===== src/hw/rtl/tlpq_pkg.sv =====
// Shared types and constants for the three-level priority queue.
`timescale 1ns / 1ps
`default_nettype none

package tlpq_pkg;

   localparam int Capacity = 16;
   localparam int IdxW     = $clog2(Capacity);
   localparam int CntW     = $clog2(Capacity + 1);
   localparam int IdW      = 16;
   localparam int ClsW     = 2;
   localparam int OccW     = 5;

   localparam logic [ClsW-1:0] ClassLowest = 2'd2;

   localparam logic KindInsert = 1'b0;
   localparam logic KindPop    = 1'b1;

   localparam logic [1:0] StatInserted = 2'd0;
   localparam logic [1:0] StatPopped   = 2'd1;
   localparam logic [1:0] StatEmpty    = 2'd2;
   localparam logic [1:0] StatFull     = 2'd3;

   typedef struct packed {
      logic [ClsW-1:0] cls;
      logic [IdW-1:0]  id;
   } entry_type;

endpackage

`default_nettype wire


===== src/hw/rtl/three_level_priority_queue.sv =====
// Top level of the three-level priority queue: sequencer over a ring-ordered store.
//
// Command port: a word (req_kind, req_vehicle_id, req_priority_class) is taken
// at a clock edge where start is high and busy is low. Kind insert places the
// id behind every stored entry of equal or better class (class 3 counts as 2);
// kind pop removes the head entry. Each command yields exactly one response
// word on the rsp_ ports, marked by rsp_strobe for a single cycle; the
// receiver cannot hold it off, so it must take it in that cycle.
// Entries sit sorted in a ring inside one memory; a pop only advances the
// head pointer. An insert walks from the tail toward the head, one entry per
// cycle, moving each entry of worse class up by one slot.
// A pop on an empty store, or an insert into a full or empty store, is answered
// straight from idle; a pop reads the head entry first, and an insert into a
// non-empty store walks as above. One entry moves per cycle on the single
// memory write port. One command at a time: no new one is taken while busy.
// busy is high from the cycle after a command that leaves idle is taken until the
// response strobe; a new command may be given in the strobe cycle.
// Reset (synchronous, active high) empties the queue at once; no clearing
// pass is needed since only stored entries are ever read.
`timescale 1ns / 1ps
`default_nettype none

module three_level_priority_queue (
   input  wire logic                         clock,
   input  wire logic                         reset,
   input  wire logic                         start,
   output      logic                         busy,
   input  wire logic                         req_kind,
   input  wire logic [tlpq_pkg::IdW-1:0]     req_vehicle_id,
   input  wire logic [tlpq_pkg::ClsW-1:0]    req_priority_class,
   output      logic                         rsp_strobe,
   output      logic [1:0]                   rsp_status,
   output      logic [tlpq_pkg::IdW-1:0]     rsp_popped_id,
   output      logic [tlpq_pkg::ClsW-1:0]    rsp_popped_class,
   output      logic [tlpq_pkg::OccW-1:0]    rsp_occupancy
);

   typedef enum logic [1:0] {
      ST_IDLE,
      ST_INS_CMP,
      ST_INS_PUT,
      ST_POP_OUT
   } state_type;

   localparam int CntW = tlpq_pkg::CntW;
   localparam int IdxW = tlpq_pkg::IdxW;

   state_type                     state_ff, state_in;
   logic [CntW-1:0]               count_ff, count_in;
   logic [IdxW-1:0]               head_ff, head_in;
   logic [CntW-1:0]               pos_ff, pos_in;
   tlpq_pkg::entry_type           new_ff, new_in;
   logic                          rsp_strobe_ff, rsp_strobe_in;
   logic [1:0]                    rsp_status_ff, rsp_status_in;
   logic [tlpq_pkg::IdW-1:0]      rsp_id_ff, rsp_id_in;
   logic [tlpq_pkg::ClsW-1:0]     rsp_cls_ff, rsp_cls_in;
   logic [tlpq_pkg::OccW-1:0]     rsp_occ_ff, rsp_occ_in;

   logic                          wr_en;
   logic [IdxW-1:0]               wr_addr;
   tlpq_pkg::entry_type           wr_data;
   logic [IdxW-1:0]               rd_addr;
   tlpq_pkg::entry_type           rd_data;
   tlpq_pkg::entry_type           req_entry;

   // logical slot -> memory address, ring starting at head
   function automatic logic [IdxW-1:0] phys(input logic [IdxW-1:0] head,
                                            input logic [CntW-1:0] slot);
      logic [CntW:0] s;
      s = (CntW+1)'(head) + (CntW+1)'(slot);
      if (s >= (CntW+1)'(tlpq_pkg::Capacity)) begin
         s = s - (CntW+1)'(tlpq_pkg::Capacity);
      end
      return s[IdxW-1:0];
   endfunction

   tlpq_store u_store (
      .clock   (clock),
      .wr_en   (wr_en),
      .wr_addr (wr_addr),
      .wr_data (wr_data),
      .rd_addr (rd_addr),
      .rd_data (rd_data)
   );

   always_comb begin
      req_entry.id  = req_vehicle_id;
      req_entry.cls = (req_priority_class > tlpq_pkg::ClassLowest) ?
                      tlpq_pkg::ClassLowest : req_priority_class;
   end

   always_comb begin
      state_in      = state_ff;
      count_in      = count_ff;
      head_in       = head_ff;
      pos_in        = pos_ff;
      new_in        = new_ff;
      rsp_strobe_in = 1'b0;
      rsp_status_in = rsp_status_ff;
      rsp_id_in     = rsp_id_ff;
      rsp_cls_in    = rsp_cls_ff;
      wr_en         = 1'b0;
      wr_addr       = phys(head_ff, pos_ff);
      wr_data       = new_ff;
      // look-ahead read of the next slot toward the head
      rd_addr       = phys(head_ff, pos_ff - CntW'(2));

      case (state_ff)
         ST_IDLE: begin
            rd_addr = (req_kind == tlpq_pkg::KindPop) ? head_ff :
                      phys(head_ff, count_ff - CntW'(1));
            if (start) begin
               if (req_kind == tlpq_pkg::KindInsert) begin
                  if (count_ff == CntW'(tlpq_pkg::Capacity)) begin
                     rsp_strobe_in = 1'b1;
                     rsp_status_in = tlpq_pkg::StatFull;
                     rsp_id_in     = '0;
                     rsp_cls_in    = '0;
                  end else if (count_ff == '0) begin
                     wr_en         = 1'b1;
                     wr_addr       = head_ff;
                     wr_data       = req_entry;
                     count_in      = count_ff + CntW'(1);
                     rsp_strobe_in = 1'b1;
                     rsp_status_in = tlpq_pkg::StatInserted;
                     rsp_id_in     = '0;
                     rsp_cls_in    = '0;
                  end else begin
                     new_in   = req_entry;
                     pos_in   = count_ff;
                     state_in = ST_INS_CMP;
                  end
               end else begin
                  if (count_ff == '0) begin
                     rsp_strobe_in = 1'b1;
                     rsp_status_in = tlpq_pkg::StatEmpty;
                     rsp_id_in     = '0;
                     rsp_cls_in    = '0;
                  end else begin
                     state_in = ST_POP_OUT;
                  end
               end
            end
         end
         ST_INS_CMP: begin
            wr_en = 1'b1;
            if (rd_data.cls > new_ff.cls) begin
               // worse class: move it up one slot
               wr_data = rd_data;
               pos_in  = pos_ff - CntW'(1);
               if (pos_ff == CntW'(1)) begin
                  state_in = ST_INS_PUT;
               end
            end else begin
               count_in      = count_ff + CntW'(1);
               rsp_strobe_in = 1'b1;
               rsp_status_in = tlpq_pkg::StatInserted;
               rsp_id_in     = '0;
               rsp_cls_in    = '0;
               state_in      = ST_IDLE;
            end
         end
         ST_INS_PUT: begin
            wr_en         = 1'b1;
            count_in      = count_ff + CntW'(1);
            rsp_strobe_in = 1'b1;
            rsp_status_in = tlpq_pkg::StatInserted;
            rsp_id_in     = '0;
            rsp_cls_in    = '0;
            state_in      = ST_IDLE;
         end
         ST_POP_OUT: begin
            head_in       = (head_ff == IdxW'(tlpq_pkg::Capacity - 1)) ? '0 :
                            head_ff + IdxW'(1);
            count_in      = count_ff - CntW'(1);
            rsp_strobe_in = 1'b1;
            rsp_status_in = tlpq_pkg::StatPopped;
            rsp_id_in     = rd_data.id;
            rsp_cls_in    = rd_data.cls;
            state_in      = ST_IDLE;
         end
         default: begin
            state_in = ST_IDLE;
         end
      endcase

      rsp_occ_in = tlpq_pkg::OccW'(count_in);
   end

   always_ff @(posedge clock) begin
      if (reset) begin
         state_ff      <= ST_IDLE;
         count_ff      <= '0;
         head_ff       <= '0;
         rsp_strobe_ff <= 1'b0;
      end else begin
         state_ff      <= state_in;
         count_ff      <= count_in;
         head_ff       <= head_in;
         rsp_strobe_ff <= rsp_strobe_in;
      end
      pos_ff        <= pos_in;
      new_ff        <= new_in;
      rsp_status_ff <= rsp_status_in;
      rsp_id_ff     <= rsp_id_in;
      rsp_cls_ff    <= rsp_cls_in;
      rsp_occ_ff    <= rsp_occ_in;
   end

   assign busy             = (state_ff != ST_IDLE);
   assign rsp_strobe       = rsp_strobe_ff;
   assign rsp_status       = rsp_status_ff;
   assign rsp_popped_id    = rsp_id_ff;
   assign rsp_popped_class = rsp_cls_ff;
   assign rsp_occupancy    = rsp_occ_ff;

endmodule

`default_nettype wire


===== src/hw/rtl/tlpq_store.sv =====
// Entry memory: one write port, one read port with registered read data.
`timescale 1ns / 1ps
`default_nettype none

module tlpq_store (
   input  wire logic                        clock,
   input  wire logic                        wr_en,
   input  wire logic [tlpq_pkg::IdxW-1:0]   wr_addr,
   input  wire tlpq_pkg::entry_type         wr_data,
   input  wire logic [tlpq_pkg::IdxW-1:0]   rd_addr,
   output tlpq_pkg::entry_type              rd_data
);

   tlpq_pkg::entry_type mem_ff [tlpq_pkg::Capacity];
   tlpq_pkg::entry_type rd_data_ff;

   always_ff @(posedge clock) begin
      if (wr_en) begin
         mem_ff[wr_addr] <= wr_data;
      end
      rd_data_ff <= mem_ff[rd_addr];
   end

   assign rd_data = rd_data_ff;

endmodule

`default_nettype wire

===== config.mk =====
export PLATFORM = sky130hd
export DESIGN_NAME = three_level_priority_queue
export DESIGN_NICKNAME = d
export VERILOG_FILES = /design/src/hw/rtl/tlpq_pkg.sv /design/src/hw/rtl/three_level_priority_queue.sv /design/src/hw/rtl/tlpq_store.sv
export SDC_FILE = /design/constraint.sdc
export NUM_CORES = 1
export LEC_CHECK = 0
export BUFFER_PORTS_ARGS = -buffer_cell sky130_fd_sc_hd__buf_2
export CORE_AREA = 3 3 188 190
export DETAILED_ROUTE_END_ITERATION = 12
export DIE_AREA = 0 0 191 193
export SKIP_LAST_GASP = 1
export SLEW_MARGIN = 20
export SYNTH_ARGS = -nofsm -noshare
export SYNTH_HDL_FRONTEND = slang
export SYNTH_SLANG_ARGS = --single-unit

===== constraint.sdc =====
create_clock -name clock -period 5.9 [get_ports clock]
set_input_delay 0.59 -clock clock [delete_from_list [all_inputs] [get_ports clock]]
set_output_delay 0.59 -clock clock [all_outputs]
set_load 0.02 [all_outputs]

==> flow_summary.ini, run 1 <==
[run_status]
status = completed

[grt]
antenna_found_initial = 0
grt_pass1_vias = 8629
grt_busiest_layer = met2
met2_usage_pct = 29.8
grt_max_degree = 68
globalRouteMet3Util_pct = 2.84
overflow = 0
grt_use_total_pct = 18.9
grt_pass1_wl_mm = 53.2
grt_util_met1_pct = 28.1

[cells_and_area]
fin_util_pct = 51.4
layout_commonest_cell = edfxtp_1
final_cell_mix = edfxtp_1, mux2i_1, a21oi_1, nand2_1, a22oi_1
fill_cells = 2776
drive_above_1_share_pct = 14.6
area_delta_synth_final_pct = 13.9
fin_nets = 1143
stdcell_count = 1571
fin_area_mm2 = 0.0173
diodes = 0

[routing]
routed_wl_mm = 35.0
drc = 0
routedWlPerCell_um = 22.3
drtIter0Drc = 752
final_antenna_net_count = 0
vias_per_cell = 5.64
vias = 8868
dr.pass1.iters = 7

[critical_path]
required_ps = 6110
crit_type = reg2reg
start_kind = flip-flop
worst-path-max-fanout = 24
cp.arrival_ps = 4400
end_kind = flip-flop
crit_start = state_ff[0]$_SDFFE_PP0P_
regToRegStartpoint = state_ff[0]$_SDFFE_PP0P_

[cts]
clkLatencyLatePin_ps = 530
cts_tree = yes
cts.sinks = 366
ctsResizeCount = 0
postCtsSetupRepairBufs = 0
htree_levels = 2
cts_root_buf = clkbuf_16
cts_made_buffers = 40
hold_buffers = 0
path_clk_slew_ps = 60
clk_path_buf_depth = 3

[sta]
setup_viol = 0
tightest_slew_ps = 1110
fin_tns_setup_ps = 0
finClkSkew_ps = 14.7
period_share_pct = 71.0
setup_ws_ps = 1710
max-slew-margin-rel_pct = 26.2
period_minus_slack_ps = 4190
finalHoldViolCount = 0
fmax_ghz = 0.239
whs_ps = 253
rsz0062_at_grt = no
final_max_slew_viol_count = 0

[placed_design]
io_buffers = 48
dp_cells = 1501
place_area_mm2 = 0.0161
hpwlAfterDp_mm = 21.6
gp_congestion = 0.804
place_worst_setup_slack_ps = 1750

[pwr]
clkPwrFrac_pct = 22.4
power_switching_mw = 3.89
total_power_mw = 10.3
swShare_pct = 37.7
leakage_nw = 6.36
ir_drop_v = 0.000342
powerDensity_mw_per_mm2 = 597
p_int_mw = 6.42
p_seq_share_pct = 38.3
comb_power_share_pct = 39.4

[logic_synthesis]
syn_nets = 1087
synthDistinctLibCells = 53
synthArstFlopShare_pct = 0
synth-edff-count = 331
ys_warn_count = 0
synth.cell_area_mm2 = 0.0152
syn_inst = 1039
synth_area_per_cell_um2 = 14.6
synth_top_cell_by_area = edfxtp_1
ys_seq_elements = 366
synth_top_area_share_pct = 65.5
ys.flop_type = edfxtp_1
synth-seq-area-share_pct = 70.1
synth_area_leaders = edfxtp_1, mux2i_1, dfxtp_1

[die]
design.core.area_mm2 = 0.0336
dieArea_mm2 = 0.0369
die_h_um = 193
num_io_pins = 49
rows = 67
initial_utilization_pct = 45.1
fp.dieW_um = 191

[min_path]
hold_start = req_vehicle_id[1]
min_path_type = in2reg

[flow_run]
maxCapViolCount = 0
==> sequential cells by signal (all words and copies together), names as in the netlist <==
signal            count
count_ff              5
head_ff               4
new_ff               18
pos_ff                5
rsp_occupancy         5
rsp_popped_class      2
rsp_popped_id        16
rsp_status            2
rsp_strobe            1
state_ff              2
u_store.mem_ff      288
u_store.rd_data      18
==> power groups by stage <==
stage / clock network, mW / logic [mW] / registers [mW]
after detailed placement: 0 / 4.07 / 3.99
final: 2.31 / 4.06 / 3.95
after floorplan: 0 / 2.76 / 4.00
after global routing: 2.46 / 4.45 / 3.98
after CTS: 2.35 / 4.08 / 3.94
after global placement: 0 / 4.01 / 3.99
==> cells in the mapped netlist, types with 16 or more instances <==
cell type,number
nand2_1,87
a21oi_1,93
clkbuf_1,46
nor3_1,20
dfxtp_1,35
a222oi_1,16
a22oi_1,74
inv_1,37
edfxtp_1,331
nor2_1,22
mux2i_1,131
ha_1,23
a22o_1,19
==> layout make-up <==
cell class | instances | area [um^2] | area share (%)
Clock buffer | 57 | 1120 | 6.51
Timing Repair Buffer | 79 | 473 | 2.74
Inverter | 38 | 143 | 0.825
Tap cell | 448 | 561 | 3.24
Sequential cell | 366 | 10600 | 61.6
Clock inverter | 13 | 92.6 | 0.536
Multi-Input combinational cell | 570 | 4250 | 24.6
==> per-layer routing <==
layer / up-vias / part of all wire, % / wire length (um)
li1: 4095 / - / -
met2: 259 / 45 / 15800
met4: 0 / 1.5 / 534
met3: 43 / 5.8 / 2030
met5: - / 0 / 0
met1: 4471 / 48 / 16600
==> worst paths after layout <==
path                                         end  slack (ps)  cells past startpoint
setup / recovery  u_store.mem_ff[2][8]$_DFFE_PP_        1710                      9
hold / removal               new_ff[1]$_DFFE_PP_         250                      1
hold reg to reg         state_ff[0]$_SDFFE_PP0P_         550                      2
setup reg to reg  u_store.mem_ff[2][8]$_DFFE_PP_        1710                      9
==> critical path, cell delays in order (launching register included) <==
cell and delay, ps:
dfxtp_1 340, inv_1 100, ha_1 860, inv_1 490, or2_4 410, nand2_2 90, a21boi_1 180, nand3_1 230
nor3_2 780, buf_4 380
==> cell families after synthesis <==
logic type               synth area share [%]
XOR/XNOR                                 1.03
multiplexers                             8.64
AO/OA/AOI/OAI                            10.6
adder cells (fa/ha/maj)                  2.29
buffers and inverters                    2.71
flip-flops                               70.1
AND/OR/NAND/NOR                          4.55
Power figures use the tool's default switching activity.
==> run 2: changes to the inputs <==
clock period = 3.9 ns   (was 5.9 ns; I/O delays follow)
==> flow_summary.ini, run 2 (same netlist as run 1, synthesis figures left out) <==
[run_status]
status = completed

[cts]
htree_levels = 2
cts_root_buf = clkbuf_16
cts_made_buffers = 38
cts_tree = yes
hold_buffers = 0
cts.sinks = 366
clkLatencyLatePin_ps = 530
path_clk_slew_ps = 60
ctsResizeCount = 0
clk_path_buf_depth = 3
postCtsSetupRepairBufs = 0

[die]
dieArea_mm2 = 0.0369
die_h_um = 193
fp.dieW_um = 191
rows = 67
design.core.area_mm2 = 0.0336
num_io_pins = 49
initial_utilization_pct = 45.1

[cells_and_area]
fin_util_pct = 52.3
fin_nets = 1149
diodes = 0
fill_cells = 2769
largest_reg_flops = 288
area_delta_synth_final_pct = 15.9
drive_above_1_share_pct = 15.6
final_cell_mix = edfxtp_1, mux2i_1, a21oi_1, nand2_1, a22oi_1
layout_commonest_cell = edfxtp_1
top_register = u_store.mem_ff

[sta]
setup_ws_ps = 391
finalHoldViolCount = 0
whs_ps = 59.8
max-slew-margin-rel_pct = 32.8
setup_viol = 0
final_max_slew_viol_count = 0
finClkSkew_ps = 18.5
fmax_ghz = 0.285
period_minus_slack_ps = 3510
rsz0062_at_grt = no
tightest_slew_ps = 1010
period_share_pct = 90.0

[grt]
overflow = 0
grt_pass1_wl_mm = 51.1
grt_use_total_pct = 18.2
antenna_found_initial = 0
grt_max_degree = 73
grt_pass1_vias = 8550

[critical_path]
crit_type = reg2reg
required_ps = 4140
worst-path-max-fanout = 18
start_kind = flip-flop
end_kind = flip-flop
cp.arrival_ps = 3750

[min_path]
min_path_type = in2reg

[routing]
routedWlPerCell_um = 21.2
drc = 0
drtIter0Drc = 777
vias = 8809
dr.pass1.iters = 7
routed_wl_mm = 33.5
final_antenna_net_count = 0
vias_per_cell = 5.58

[placed_design]
gp_congestion = 0.799
hpwlAfterDp_mm = 21.3
place_worst_setup_slack_ps = 426
io_buffers = 48

[flow_run]
maxCapViolCount = 0

[pwr]
leakage_nw = 6.49
total_power_mw = 16.2
ir_drop_v = 0.000572
powerDensity_mw_per_mm2 = 921
## run 2: changes by cell type in the layout (fill, tap and decap cells not counted), moves of 4 or more
| cell | delta |
|---|---|
| buf_12 | +8 |
| nor3_2 | -8 |
| nor3_4 | +8 |
| clkbuf_1 | -7 |
| bufinv_16 | +6 |
| clkbuf_8 | -4 |
| clkinv_2 | +4 |
## run 2: cell type report
cell class                 count  area (um^2)  share of cell area, %
tap                          448          561                   3.19
clock inverter                24          292                   1.66
clock buffer                  45         1020                   5.79
inverter                      38          143                  0.811
multi-input combinational    570         4290                   24.4
timing repair buffer          87          633                   3.60
sequential                   366        10600                   60.5
## run 2: layer usage
metal | share of wire [%] | GRT usage, %
met3 | 5.5 | 2.78
met5 | 0 | 0
met2 | 44 | 27.5
met1 | 48 | 27.7
met4 | 1.9 | 4.91
## run 2: through the flow
stage	cells	TNS (ps)	instance area (um^2)
6_report	1578	0	17600
5_1_grt	1578	0	17600
4_1_cts	1578	0	17600
3_5_place_dp	1509	0	16300
3_3_place_gp	1509	0	16300
2_1_floorplan	1039	-9350	15200
## run 2: power breakdown
part           switching, mW  total (mW)  internal, mW
logic                   4.31        6.53          2.22
registers              0.307        5.94          5.63
clock network           1.46        3.73          2.27
## run 2: worst max-delay path, stage by stage, from the launching register on
cell and delay [ps]:
dfxtp_1 370, inv_1 160, ha_1 200, or3b_4 400, or4_4 500, or2_4 290, nand2_1 110, xor2_1 600
buf_4 290, nor3_4 50, buf_4 240
## run 2: path summary, 6_finish.rpt
kind | start | to | depth (start not counted) | slack, ps
min | req_vehicle_id[10] | new_ff[10]$_DFFE_PP_ | 1 | 60
max reg2reg | count_ff[0]$_SDFF_PP0_ | u_store.mem_ff[14][0]$_DFFE_PP_ | 10 | 390
min reg2reg | state_ff[0]$_SDFFE_PP0P_ | state_ff[0]$_SDFFE_PP0P_ | 2 | 540
max | count_ff[0]$_SDFF_PP0_ | u_store.mem_ff[14][0]$_DFFE_PP_ | 10 | 390
